==> config.mk <==
export PLATFORM = sky130hd
export DESIGN_NAME = ready_queue_sjf_hrrn_picker
export DESIGN_NICKNAME = d
export VERILOG_FILES = /design/src/rtl/rqp_pkg.sv /design/src/rtl/rqp_ram.sv /design/src/rtl/rqp_ctrl.sv /design/src/rtl/rqp_datapath.sv /design/src/rtl/ready_queue_sjf_hrrn_picker.sv
export SDC_FILE = /design/constraint.sdc
export NUM_CORES = 2
export LEC_CHECK = 0
export BUFFER_PORTS_ARGS = -buffer_cell sky130_fd_sc_hd__buf_2
export CORE_ASPECT_RATIO = 2
export CORE_MARGIN = 8
export CORE_UTILIZATION = 40
export DETAILED_ROUTE_END_ITERATION = 10
export PLACE_DENSITY = 0.62
export SYNTH_ARGS = -nofsm -noshare
export SYNTH_HDL_FRONTEND = slang
export SYNTH_SLANG_ARGS = --single-unit
export TNS_END_PERCENT = 50
==> constraint.sdc <==
create_clock -name i_clk -period 8.8 [get_ports i_clk]
set_input_delay 0.44 -clock i_clk [delete_from_list [all_inputs] [get_ports i_clk]]
set_output_delay 0.44 -clock i_clk [all_outputs]
set_load 0.02 [all_outputs]
==> src/rtl/rqp_pkg.sv <==
// shared types and constants of the ready queue picker
`timescale 1ns / 1ps

package rqp_pkg;

    // field widths of one request and one result
    localparam int unsigned ID_W     = 16;
    localparam int unsigned EST_W    = 16;
    localparam int unsigned TIME_W   = 32;
    localparam int unsigned ORDER_W  = 32;
    localparam int unsigned STATUS_W = 2;
    localparam int unsigned PROD_W   = TIME_W + EST_W;
    localparam int unsigned ENTRY_W  = ID_W + EST_W + TIME_W + ORDER_W;

    // request kinds
    localparam logic REQ_INSERT   = 1'b0;
    localparam logic REQ_DISPATCH = 1'b1;

    // scheduling policies
    localparam logic POLICY_SJF  = 1'b0;
    localparam logic POLICY_HRRN = 1'b1;

    // result status codes
    localparam logic [STATUS_W-1:0] ST_INSERTED   = 2'd0;
    localparam logic [STATUS_W-1:0] ST_DISPATCHED = 2'd1;
    localparam logic [STATUS_W-1:0] ST_FULL       = 2'd2;
    localparam logic [STATUS_W-1:0] ST_EMPTY      = 2'd3;

    // commands from the controller to the datapath
    typedef struct packed {
        logic accept;
        logic idx_inc;
        logic ins_write;
        logic set_full;
        logic cand_load;
        logic mul;
        logic cmp;
        logic finish;
        logic out_load;
    } t_dp_cmd;

    // status from the datapath to the controller
    typedef struct packed {
        logic cur_valid;
        logic idx_last;
        logic out_free;
    } t_dp_sts;

endpackage

==> src/rtl/rqp_ram.sv <==
// generic simple dual port ram with registered read
`timescale 1ns / 1ps

module rqp_ram #(
    parameter int unsigned WIDTH = 8,
    parameter int unsigned DEPTH = 16
) (
    input  logic                     i_clk,
    input  logic                     i_we,
    input  logic [$clog2(DEPTH)-1:0] i_waddr,
    input  logic [WIDTH-1:0]         i_wdata,
    input  logic [$clog2(DEPTH)-1:0] i_raddr,
    output logic [WIDTH-1:0]         o_rdata
);

    logic [WIDTH-1:0] r_mem [DEPTH];

    // write port and registered read port
    always_ff @(posedge i_clk) begin
        if (i_we) begin
            r_mem[i_waddr] <= i_wdata;
        end
        o_rdata <= r_mem[i_raddr];
    end

endmodule

==> src/rtl/rqp_ctrl.sv <==
// controller state machine of the ready queue picker
`timescale 1ns / 1ps

module rqp_ctrl (
    input  logic             i_clk,
    input  logic             i_rst_n,
    input  logic             i_in_valid,
    input  logic             i_req_type,
    output logic             o_in_ready,
    output rqp_pkg::t_dp_cmd o_cmd,
    input  rqp_pkg::t_dp_sts i_sts
);

    import rqp_pkg::*;

    typedef enum logic [7:0] {
        S_IDLE   = 8'b0000_0001,
        S_ISCAN  = 8'b0000_0010,
        S_DSCAN  = 8'b0000_0100,
        S_LOAD   = 8'b0000_1000,
        S_MUL    = 8'b0001_0000,
        S_CMP    = 8'b0010_0000,
        S_FINISH = 8'b0100_0000,
        S_RESULT = 8'b1000_0000
    } t_state;

    t_state r_state;
    t_state n_state;

    // next state and commands
    always_comb begin
        n_state = r_state;
        o_cmd   = '0;
        case (r_state)
            S_IDLE: begin
                if (i_in_valid) begin
                    o_cmd.accept = 1'b1;
                    n_state = (i_req_type == REQ_DISPATCH) ? S_DSCAN : S_ISCAN;
                end
            end
            S_ISCAN: begin
                if (!i_sts.cur_valid) begin
                    o_cmd.ins_write = 1'b1;
                    n_state = S_RESULT;
                end else if (i_sts.idx_last) begin
                    o_cmd.set_full = 1'b1;
                    n_state = S_RESULT;
                end else begin
                    o_cmd.idx_inc = 1'b1;
                end
            end
            S_DSCAN: begin
                if (i_sts.cur_valid) begin
                    n_state = S_LOAD;
                end else if (i_sts.idx_last) begin
                    n_state = S_FINISH;
                end else begin
                    o_cmd.idx_inc = 1'b1;
                end
            end
            S_LOAD: begin
                o_cmd.cand_load = 1'b1;
                n_state = S_MUL;
            end
            S_MUL: begin
                o_cmd.mul = 1'b1;
                n_state = S_CMP;
            end
            S_CMP: begin
                o_cmd.cmp = 1'b1;
                if (i_sts.idx_last) begin
                    n_state = S_FINISH;
                end else begin
                    o_cmd.idx_inc = 1'b1;
                    n_state = S_DSCAN;
                end
            end
            S_FINISH: begin
                o_cmd.finish = 1'b1;
                n_state = S_RESULT;
            end
            S_RESULT: begin
                if (i_sts.out_free) begin
                    o_cmd.out_load = 1'b1;
                    n_state = S_IDLE;
                end
            end
            default: begin
                n_state = S_IDLE;
            end
        endcase
    end

    // state register
    always_ff @(posedge i_clk) begin
        if (!i_rst_n) begin
            r_state <= S_IDLE;
        end else begin
            r_state <= n_state;
        end
    end

    assign o_in_ready = (r_state == S_IDLE);

endmodule

==> src/rtl/rqp_datapath.sv <==
// datapath of the ready queue picker: table, scan index, ratio compare, result
`timescale 1ns / 1ps

module rqp_datapath #(
    parameter int unsigned TABLE_DEPTH = 16
) (
    input  logic                           i_clk,
    input  logic                           i_rst_n,
    input  rqp_pkg::t_dp_cmd               i_cmd,
    output rqp_pkg::t_dp_sts               o_sts,
    input  logic                           i_cfg_we,
    input  logic                           i_cfg_wdata,
    input  logic [rqp_pkg::ID_W-1:0]       i_task_id,
    input  logic [rqp_pkg::EST_W-1:0]      i_burst_estimate,
    input  logic [rqp_pkg::TIME_W-1:0]     i_now_time,
    input  logic                           i_out_ready,
    output logic                           o_out_valid,
    output logic [rqp_pkg::ID_W-1:0]       o_chosen_id,
    output logic [rqp_pkg::STATUS_W-1:0]   o_status
);

    import rqp_pkg::*;

    localparam int unsigned IDX_W = $clog2(TABLE_DEPTH);
    localparam logic [IDX_W-1:0] IDX_LAST = IDX_W'(TABLE_DEPTH - 1);

    // request registers
    logic                r_policy;
    logic [ID_W-1:0]     r_id;
    logic [EST_W-1:0]    r_est;
    logic [TIME_W-1:0]   r_now;
    logic [ORDER_W-1:0]  r_seq;

    // table occupancy and scan index
    logic [TABLE_DEPTH-1:0] r_valid;
    logic [IDX_W-1:0]       r_idx;

    // candidate and best slot
    logic [ID_W-1:0]     r_cand_task;
    logic [EST_W-1:0]    r_cand_est;
    logic [TIME_W-1:0]   r_cand_wait;
    logic [ORDER_W-1:0]  r_cand_age;
    logic [IDX_W-1:0]    r_cand_idx;
    logic [ID_W-1:0]     r_best_task;
    logic [EST_W-1:0]    r_best_est;
    logic [TIME_W-1:0]   r_best_wait;
    logic [ORDER_W-1:0]  r_best_age;
    logic [IDX_W-1:0]    r_best_idx;
    logic                r_found;
    logic [PROD_W-1:0]   r_lhs;
    logic [PROD_W-1:0]   r_rhs;

    // pending result and output register
    logic [ID_W-1:0]     r_res_id;
    logic [STATUS_W-1:0] r_res_status;
    logic                r_out_valid;
    logic [ID_W-1:0]     r_out_id;
    logic [STATUS_W-1:0] r_out_status;

    // ram signals
    logic [ENTRY_W-1:0]  w_wdata;
    logic [ENTRY_W-1:0]  w_rdata;
    logic [EST_W-1:0]    w_est_fix;
    logic [ID_W-1:0]     w_rd_task;
    logic [EST_W-1:0]    w_rd_est;
    logic [TIME_W-1:0]   w_rd_arr;
    logic [ORDER_W-1:0]  w_rd_order;
    logic                w_beats;

    // slot entry: task, estimate, arrival, insert order from the lowest bit up
    assign w_est_fix = (r_est == '0) ? EST_W'(1) : r_est;
    assign w_wdata   = {r_seq, r_now, w_est_fix, r_id};
    assign w_rd_task  = w_rdata[ID_W-1:0];
    assign w_rd_est   = w_rdata[ID_W +: EST_W];
    assign w_rd_arr   = w_rdata[ID_W+EST_W +: TIME_W];
    assign w_rd_order = w_rdata[ID_W+EST_W+TIME_W +: ORDER_W];

    rqp_ram #(
        .WIDTH (ENTRY_W),
        .DEPTH (TABLE_DEPTH)
    ) u_table (
        .i_clk   (i_clk),
        .i_we    (i_cmd.ins_write),
        .i_waddr (r_idx),
        .i_wdata (w_wdata),
        .i_raddr (r_idx),
        .o_rdata (w_rdata)
    );

    // candidate against best: policy key first, then age
    always_comb begin
        if (r_policy == POLICY_SJF) begin
            if (r_cand_est != r_best_est) begin
                w_beats = (r_cand_est < r_best_est);
            end else begin
                w_beats = (r_cand_age > r_best_age);
            end
        end else begin
            if (r_lhs != r_rhs) begin
                w_beats = (r_lhs > r_rhs);
            end else begin
                w_beats = (r_cand_age > r_best_age);
            end
        end
    end

    // control state: policy, occupancy, sequence, scan index, found flag, output valid
    always_ff @(posedge i_clk) begin
        if (!i_rst_n) begin
            r_policy    <= POLICY_SJF;
            r_valid     <= '0;
            r_seq       <= '0;
            r_idx       <= '0;
            r_found     <= 1'b0;
            r_out_valid <= 1'b0;
        end else begin
            if (i_cfg_we) begin
                r_policy <= i_cfg_wdata;
            end
            if (i_cmd.accept) begin
                r_idx   <= '0;
                r_found <= 1'b0;
            end else if (i_cmd.idx_inc) begin
                r_idx <= r_idx + IDX_W'(1);
            end
            if (i_cmd.ins_write) begin
                r_valid[r_idx] <= 1'b1;
                r_seq          <= r_seq + ORDER_W'(1);
            end
            if (i_cmd.cmp) begin
                r_found <= 1'b1;
            end
            if (i_cmd.finish && r_found) begin
                r_valid[r_best_idx] <= 1'b0;
            end
            if (i_cmd.out_load) begin
                r_out_valid <= 1'b1;
            end else if (i_out_ready) begin
                r_out_valid <= 1'b0;
            end
        end
    end

    // payload registers
    always_ff @(posedge i_clk) begin
        // request capture
        if (i_cmd.accept) begin
            r_id  <= i_task_id;
            r_est <= i_burst_estimate;
            r_now <= i_now_time;
        end
        // candidate load: wait saturating at zero, and age
        if (i_cmd.cand_load) begin
            r_cand_task <= w_rd_task;
            r_cand_est  <= w_rd_est;
            r_cand_wait <= (r_now < w_rd_arr) ? '0 : (r_now - w_rd_arr);
            r_cand_age  <= r_seq - w_rd_order;
            r_cand_idx  <= r_idx;
        end
        // cross products of the response ratio compare
        if (i_cmd.mul) begin
            r_lhs <= PROD_W'(r_cand_wait) * PROD_W'(r_best_est);
            r_rhs <= PROD_W'(r_best_wait) * PROD_W'(r_cand_est);
        end
        // best update
        if (i_cmd.cmp && (!r_found || w_beats)) begin
            r_best_task <= r_cand_task;
            r_best_est  <= r_cand_est;
            r_best_wait <= r_cand_wait;
            r_best_age  <= r_cand_age;
            r_best_idx  <= r_cand_idx;
        end
        // result of the request
        if (i_cmd.ins_write) begin
            r_res_id     <= r_id;
            r_res_status <= ST_INSERTED;
        end else if (i_cmd.set_full) begin
            r_res_id     <= r_id;
            r_res_status <= ST_FULL;
        end else if (i_cmd.finish) begin
            r_res_id     <= r_found ? r_best_task : '0;
            r_res_status <= r_found ? ST_DISPATCHED : ST_EMPTY;
        end
        if (i_cmd.out_load) begin
            r_out_id     <= r_res_id;
            r_out_status <= r_res_status;
        end
    end

    // status to the controller
    assign o_sts.cur_valid = r_valid[r_idx];
    assign o_sts.idx_last  = (r_idx == IDX_LAST);
    assign o_sts.out_free  = !r_out_valid || i_out_ready;

    assign o_out_valid = r_out_valid;
    assign o_chosen_id = r_out_id;
    assign o_status    = r_out_status;

endmodule

==> src/rtl/ready_queue_sjf_hrrn_picker.sv <==
// ready queue picker, shortest job first or highest response ratio next
// insert: scans the slots from index 0 to the lowest free one and writes it, or reports full
// dispatch: visits every slot, with load, multiply and compare steps per occupied slot; the single
// table ram port and the compare loop over the slots set how long this takes
// one request at a time; the next is taken while the result waits in its register
// reset clears occupancy, insert sequence, policy and handshakes; slot data is not reset
`timescale 1ns / 1ps

module ready_queue_sjf_hrrn_picker #(
    parameter int unsigned TABLE_DEPTH = 16
) (
    input  logic        i_clk,
    input  logic        i_rst_n,
    // policy register
    input  logic        i_cfg_we,
    input  logic        i_cfg_wdata,
    // request stream
    input  logic        s_axis_tvalid,
    output logic        s_axis_tready,
    input  logic [63:0] s_axis_tdata,   // task_id[15:0], burst_estimate[31:16], now_time[63:32]
    input  logic [0:0]  s_axis_tuser,   // req_type[0]
    // result stream
    output logic        m_axis_tvalid,
    input  logic        m_axis_tready,
    output logic [15:0] m_axis_tdata,   // chosen_id[15:0]
    output logic [1:0]  m_axis_tuser    // status[1:0]
);

    import rqp_pkg::*;

    t_dp_cmd w_cmd;
    t_dp_sts w_sts;

    // controller
    rqp_ctrl u_ctrl (
        .i_clk      (i_clk),
        .i_rst_n    (i_rst_n),
        .i_in_valid (s_axis_tvalid),
        .i_req_type (s_axis_tuser[0]),
        .o_in_ready (s_axis_tready),
        .o_cmd      (w_cmd),
        .i_sts      (w_sts)
    );

    // datapath
    rqp_datapath #(
        .TABLE_DEPTH (TABLE_DEPTH)
    ) u_datapath (
        .i_clk            (i_clk),
        .i_rst_n          (i_rst_n),
        .i_cmd            (w_cmd),
        .o_sts            (w_sts),
        .i_cfg_we         (i_cfg_we),
        .i_cfg_wdata      (i_cfg_wdata),
        .i_task_id        (s_axis_tdata[ID_W-1:0]),
        .i_burst_estimate (s_axis_tdata[ID_W +: EST_W]),
        .i_now_time       (s_axis_tdata[ID_W+EST_W +: TIME_W]),
        .i_out_ready      (m_axis_tready),
        .o_out_valid      (m_axis_tvalid),
        .o_chosen_id      (m_axis_tdata),
        .o_status         (m_axis_tuser)
    );

endmodule

## Word-level counts from Yosys, hierarchy flattened

Memory sizes are Yosys's and may differ from the RTL's. A register that Yosys moved wholly into a read port is not among the register bits.
Cells that the tools add are included.

| operators by class | value |
|---|---|
| $add $sub $neg | 4 |
| multiply operators | 2 |
| magnitude comparators | 8 |
| eq/ne operators | 15 |
| multiplexer cells | 51 |
| bitwise gates (word level) | 4 |
| reduce and logical (&&, ||, !) cells | 16 |

Operator list:

| cell | number |
|---|---|
| two-way mux 16 bit | 8 |
| multiplier 32 x 16 -> 48 bit | 2 |
| case mux 8 bit (8 select lines) | 1 |
| subtractor 32 bit | 2 |
| greater-than comparator 48 bit | 1 |
| two-way mux 8 bit | 6 |
| inequality test 48 bit | 1 |
| adder 32 x 1 -> 32 bit, second input constant | 1 |
| greater-than comparator 32 bit | 1 |
| less-than comparator 32 bit | 1 |
| two-way mux 1 bit | 26 |
| bitwise AND 16 bit | 1 |
| logical NOT 16 bit | 1 |
| less-than comparator 16 bit | 1 |
| inequality test 16 bit | 1 |
| NOT 16 bit | 1 |
| bitwise OR 16 bit | 1 |
| less-than comparator 4 x 5 -> 1 bit, second input constant | 2 |
| demux 1 bit (select 4 bit) | 2 |
| == test 8 x 1 -> 1 bit, second input constant | 1 |
| == test 8 x 2 -> 1 bit, second input constant | 1 |
| == test 8 x 3 -> 1 bit, second input constant | 1 |
| == test 8 x 4 -> 1 bit, second input constant | 1 |
| == test 8 x 5 -> 1 bit, second input constant | 1 |
| other kinds (23) | 35 |

| storage, ports and cells | value |
|---|---|
| register bits after elaboration | 459 |
| RAM bits | 1536 |
| input port bits | 71 |
| output and inout port bits | 20 |
| logic and storage cells | 128 |
| memories kept | 1 |

Memories:

| name | depth | bits a word | rd ports | clocked after memory_dff | write ports | RTL line | text |
|---|---|---|---|---|---|---|---|
| u_datapath.u_table.r_mem | 16 | 96 | 1 | 1 | 1 | rqp_ram.sv:16 | `logic [WIDTH-1:0] r_mem [DEPTH];` |

## Logic depth before layout (Yosys ltp)

| depth | value |
|---|---|
| depth after elaboration | 9 |
| depth in mapped cells | 24 |
| depth with buffers taken out | 23 |

## Cells and area by module

From an unflattened synthesis, not the netlist that was laid out.

| unflattened totals | value |
|---|---|
| cell total of the unflattened synthesis | 7919 |
| area total of the unflattened synthesis | 112993.4 um2 |

By module, submodules not included:

| module | times used | cells an instance | area each (um2) | sequential area each (um2) |
|---|---|---|---|---|
| rqp_ram | 1 | 2460 | 59355.7 | 48046.1 |
| rqp_datapath | 1 | 5375 | 53025.9 | 12972.4 |
| rqp_ctrl | 1 | 84 | 611.8 | 160.2 |

## Worst setup path after synthesis

OpenSTA, ideal clock, no wires.

| path | value |
|---|---|
| path kind | register -> register |
| start point | register u_datapath.r_idx[0] |
| end point | register u_datapath.r_valid[0] |
| library setup time | 0.088 ns |
| arrival | 9.371 ns |
| data required time | 8.712 ns |
| path slack | -0.659 ns |
| stages on the path, launching flop included | 9 |
| buffers on the path | 2 |
| clock period less this slack | 9.459 ns |
| cell sequence | dfxtp_1 buf_6 buf_6 mux4_2 mux4_2 nor2_4 nand2_1 nor3_1 o221a_2 |

| on the way | value |
|---|---|
| cells in the longest elaborated chain, start to end | 9 |
| elaborated cells on any way between the ends | 14 |
| those cells by class | 2 x order compare; 9 x mux; 2 x bitwise; 1 x reduce/logical |

RTL lines:

| element | RTL line | text |
|---|---|---|
| start: declaration | rqp_datapath.sv:36 | `logic [IDX_W-1:0] r_idx;` |
| start signal: assignment | rqp_datapath.sv:124 | `r_idx <= r_idx + IDX_W'(1);` |
| less-than comparator 4 x 5 -> 1 bit (implied by the code) / >= comparator 4 x 1 -> 1 bit (equally long branches) | rqp_datapath.sv:127 | `r_valid[r_idx] <= 1'b1;` |
| logical AND 1 bit (implied by the code) | rqp_datapath.sv:127 |  |
| two-way mux 1 bit (implied by the code) | rqp_datapath.sv:127 |  |
| demux 1 bit (select 4 bit) | - |  |
| bitwise OR 16 bit (no line) | - |  |
| two-way mux 16 bit (*) | rqp_datapath.sv:126 | `if (i_cmd.ins_write) begin` |
| two-way mux 16 bit (*) | rqp_datapath.sv:109 | `if (!i_rst_n) begin` |
| bitwise AND 16 bit (no line) | - |  |
| two-way mux 16 bit (*) | rqp_datapath.sv:133 | `if (i_cmd.finish && r_found) begin` |
| end signal: assignment | rqp_datapath.sv:111 | `r_valid <= '0;` |
| end signal: indexed assignment | rqp_datapath.sv:127 |  |
| end signal: indexed assignment | rqp_datapath.sv:134 | `r_valid[r_best_idx] <= 1'b0;` |
| end: declaration | rqp_datapath.sv:35 | `logic [TABLE_DEPTH-1:0] r_valid;` |

Mark *: on every way between the ends. The rest lies on a longest branch, timed or not. The select of a mux whose other input is x is not followed.
A chain may end at the register's enable or synchronous reset.

## Worst setup path in the final report

| path | value |
|---|---|
| start point | register u_datapath.r_cand_est[1] |
| end point | register u_datapath.r_rhs[47] (data pin) |

| on the way | value |
|---|---|
| cells in the longest elaborated chain, start to end | 1 |

RTL lines:

| element | RTL line | text |
|---|---|---|
| start: declaration | rqp_datapath.sv:40 | `logic [EST_W-1:0] r_cand_est;` |
| start signal: assignment | rqp_datapath.sv:155 | `r_cand_est <= w_rd_est;` |
| multiplier 32 x 16 -> 48 bit | rqp_datapath.sv:163 | `r_rhs <= PROD_W'(r_best_wait) * PROD_W'(r_cand_est);` |
| end signal: assignment | rqp_datapath.sv:163 |  |
| end: declaration | rqp_datapath.sv:51 | `logic [PROD_W-1:0] r_rhs;` |

Every way passes these cells.

==> results.sh <==
export IMPL_muxShareOfSynthArea=0.0975
export IMPL_grt_pass1_wl_um=421000
export IMPL_power_density_nw_per_um2=172
export IMPL_use_met3=0.0245
export IMPL_clock_latency_ps=850
export IMPL_synth_top_family_by_area="adder cells"
export IMPL_antenna_found_initial=11
export IMPL_core_area_um2=281000
export IMPL_yosys_area_share_adder=0.194
export IMPL_ys_seq_area_frac=0.542
export IMPL_cts_sinks=2091
export IMPL_required_ps=9350
export IMPL_cts_resized=0
export IMPL_synth_seq_cells=2091
export IMPL_slew_headroom=0.152
export IMPL_fin_crit_sh=0.866
export IMPL_rows=276
export IMPL_fillers=24700
export IMPL_drt_initial_drc_count=4993
export IMPL_fin_nets=9133
export IMPL_tns_ps=0
export IMPL_crit_arrival_ps=8170
export IMPL_end_kind="flop"
export IMPL_io_buffers=90
export IMPL_ys_flop_type="edfxtp_1"
export IMPL_synthDominantCellAreaShare=0.514
export IMPL_hold_depth=3
export IMPL_area_growth_pct=11.0
export IMPL_hp_class="primary input to flop"
export IMPL_dieArea_um2=300000
export IMPL_layout_commonest_cell="edfxtp_1"
export IMPL_die_w_um=392
export IMPL_h_tree_depth=4
export IMPL_dp_hpwl_um=178000
export IMPL_worst_pin_slew_ps=1270
export IMPL_setup_slack_ps=1180
export IMPL_grt_util_met2=0.309
export IMPL_synthTopCellsByArea="edfxtp_1, fa_1, mux4_2, ha_1, inv_1"
export IMPL_grt_pass1_vias=66000
export IMPL_syn_instance_count=7648
export IMPL_routed_wl_um=277000
export IMPL_ant_nets=0
export IMPL_critPathMaxFanout=21
export IMPL_start_util=0.401
export IMPL_synth_edf_count=1930
export IMPL_power_leakage_nw=46.5
export IMPL_yosys_warnings=0
export IMPL_setup_violations=0
export IMPL_grt_overflow=0
export IMPL_route_detailed_vias_per_inst=5.31
export IMPL_num_vias=62300
export IMPL_cts_buffers=196
export IMPL_die_y_um=767
export IMPL_synth_top_cell_by_area="edfxtp_1"
export IMPL_rr_worst_depth=20
export IMPL_status="finished clean"
export IMPL_drv_cap=0
export IMPL_wl_per_cell_um=23.6
export IMPL_ir_worst_vdd_v=0.000252
export IMPL_pre_cts_ws_ps=1190
export IMPL_gp_congestion=0.862
export IMPL_hold_violations=0
export IMPL_drv_slew=0
export IMPL_grt_busiest_layer="met2"
export IMPL_placed_area_um2=118000
export IMPL_dr_pass1_iters=5
export IMPL_cts_tree="done"
export IMPL_final_cell_mix="edfxtp_1, inv_1, fa_1, nand2_1, mux4_2"
export IMPL_cts_root_buf="clkbuf_16"
export IMPL_grt_max_degree=141
export IMPL_synth_compound_area_frac=0.0366
export IMPL_worstSetupPathType="flop to flop"
export IMPL_fin_area_um2=125000
export IMPL_pin_count=91
export IMPL_rsz0062_at_grt="no"
export IMPL_clk_pin_slew_ps=60
export IMPL_drive_gt1_frac=0.135
export IMPL_clockBufferDepth=4
export IMPL_synth_fp_nets=8961
export IMPL_synthXorXnorAreaFrac=0.0128
export IMPL_final_hold_worst_slack_ps=111
export IMPL_fin_crit_ps=7620
export IMPL_grt_total_usage=0.184
export IMPL_avgSynthCellArea_um2=14.8
export IMPL_startpoint_type="flop"
export IMPL_skew_ps=67.9
export IMPL_grt_use_met1=0.255
export IMPL_synth_simple_gate_area_share=0.0701
export IMPL_drc=0
export IMPL_netlist_area_um2=113000
export IMPL_ys_types=71
export IMPL_fmax_ghz=0.131
export IMPL_postSynth_asyncResetShare=0
## worst max-delay path, cell delays in order, from the launching register on
cell	delay (ps)
edfxtp_1	980
nand2_1	190
fa_1	560
fa_1	520
fa_1	520
inv_1	60
fa_1	500
fa_1	500
inv_1	50
fa_1	480
inv_1	40
ha_1	390
and4_1	210
o21ai_0	100
a311oi_1	390
o21ai_0	310
o31ai_1	690
a21oi_1	170
o31ai_1	390
a211oi_1	150
xnor2_1	150
## flip-flops by register name (all words and copies together) (netlist names), 32 cells and up
| name | count |
|---|---|
| u_datapath.u_table.o_rdata | 96 |
| u_datapath.r_rhs | 48 |
| u_datapath.r_cand_wait | 32 |
| u_datapath.r_cand_age | 32 |
| u_datapath.u_table.r_mem | 1536 |
| u_datapath.r_seq | 32 |
| u_datapath.r_best_wait | 32 |
| u_datapath.r_lhs | 48 |
| u_datapath.r_best_age | 32 |
| u_datapath.r_now | 32 |
## cell usage after synthesis, types with 31 or more instances
library cell and instances:
and2_1 473, clkbuf_1 279, a21o_1 142, ha_1 404, inv_1 1075, edfxtp_1 1930, xor2_1 51, nand2_1 738
nand3_1 51, nand4_1 49, nor3_1 41, nor2_1 120, fa_1 838, mux4_2 485, nor2b_1 31, a21oi_1 179
o21ai_0 98, buf_1 50, xnor2_1 114, dfxtp_1 161
## area by class of cell
class | instances | area [um2] | area share
timing repair buffer | 312 | 2360 | 0.0188
sequential | 2091 | 61200 | 0.489
multi-input combinational | 4144 | 46500 | 0.371
antenna | 1 | 2.50 | 0.0000200
inverter | 1075 | 4040 | 0.0322
clock inverter | 88 | 1010 | 0.00807
clock buffer | 265 | 5420 | 0.0433
tap | 3753 | 4700 | 0.0375
## worst paths after layout
kind	slack [ps]	from	endpoint
worst max-delay path	1180	u_datapath.r_cand_est[1]$_DFFE_PP_	u_datapath.r_rhs[47]$_DFFE_PP_
worst min-delay path	110	m_axis_tready	u_datapath.o_out_valid$_SDFFE_PN0P_
worst max register to register	1180	u_datapath.r_cand_est[1]$_DFFE_PP_	u_datapath.r_rhs[47]$_DFFE_PP_
worst min register to register	400	u_datapath.u_table.o_rdata[9]$_DFF_P_	u_datapath.r_cand_task[9]$_DFFE_PP_
## where the power goes
part           leakage, nW  switching [mW]  internal [mW]  total [mW]
Combinational         24.8           0.678          0.480        1.16
Clock                 3.13            3.65           4.94        8.59
Sequential            18.6           0.407           11.3        11.7
Total                 46.5            4.73           16.7        21.5
## timing repair
action,4_1_cts,5_1_grt
endpoints found under the hold margin,67,0
setup endpoints to repair,0,0
buffers inserted,0,0
hold buffers,67,0
## cell families (layout without fill, tap and decap cells)
family | after synthesis | count (layout)
other | 0 | 1
AO/OA/AOI/OAI | 625 | 625
buffers and inverters | 1413 | 1740
XOR/XNOR | 165 | 165
AND/OR/NAND/NOR | 1619 | 1619
adder cells (fa/ha/maj) | 1242 | 1242
multiplexers | 493 | 493
flip-flops | 2091 | 2091
## per-stage QoR
step / power [mW] / std cells / utilization
2_1_floorplan: 12.6 / 7648 / -
3_3_place_gp: 13.1 / 11300 / 0.420
3_5_place_dp: 13.1 / 11300 / 0.420
4_1_cts: 21.7 / 11700 / 0.445
5_1_grt: 22.1 / 11700 / 0.445
6_report: 21.5 / 11700 / 0.445
## routing by layer
layer / share of wire / vias up
met1: 0.43 / 32900
li1: - / 27100
met5: 0.000072 / -
met4: 0.025 / 4
met2: 0.49 / 1924
met3: 0.060 / 379
No activity file was read; power rests on OpenSTA's default activity.
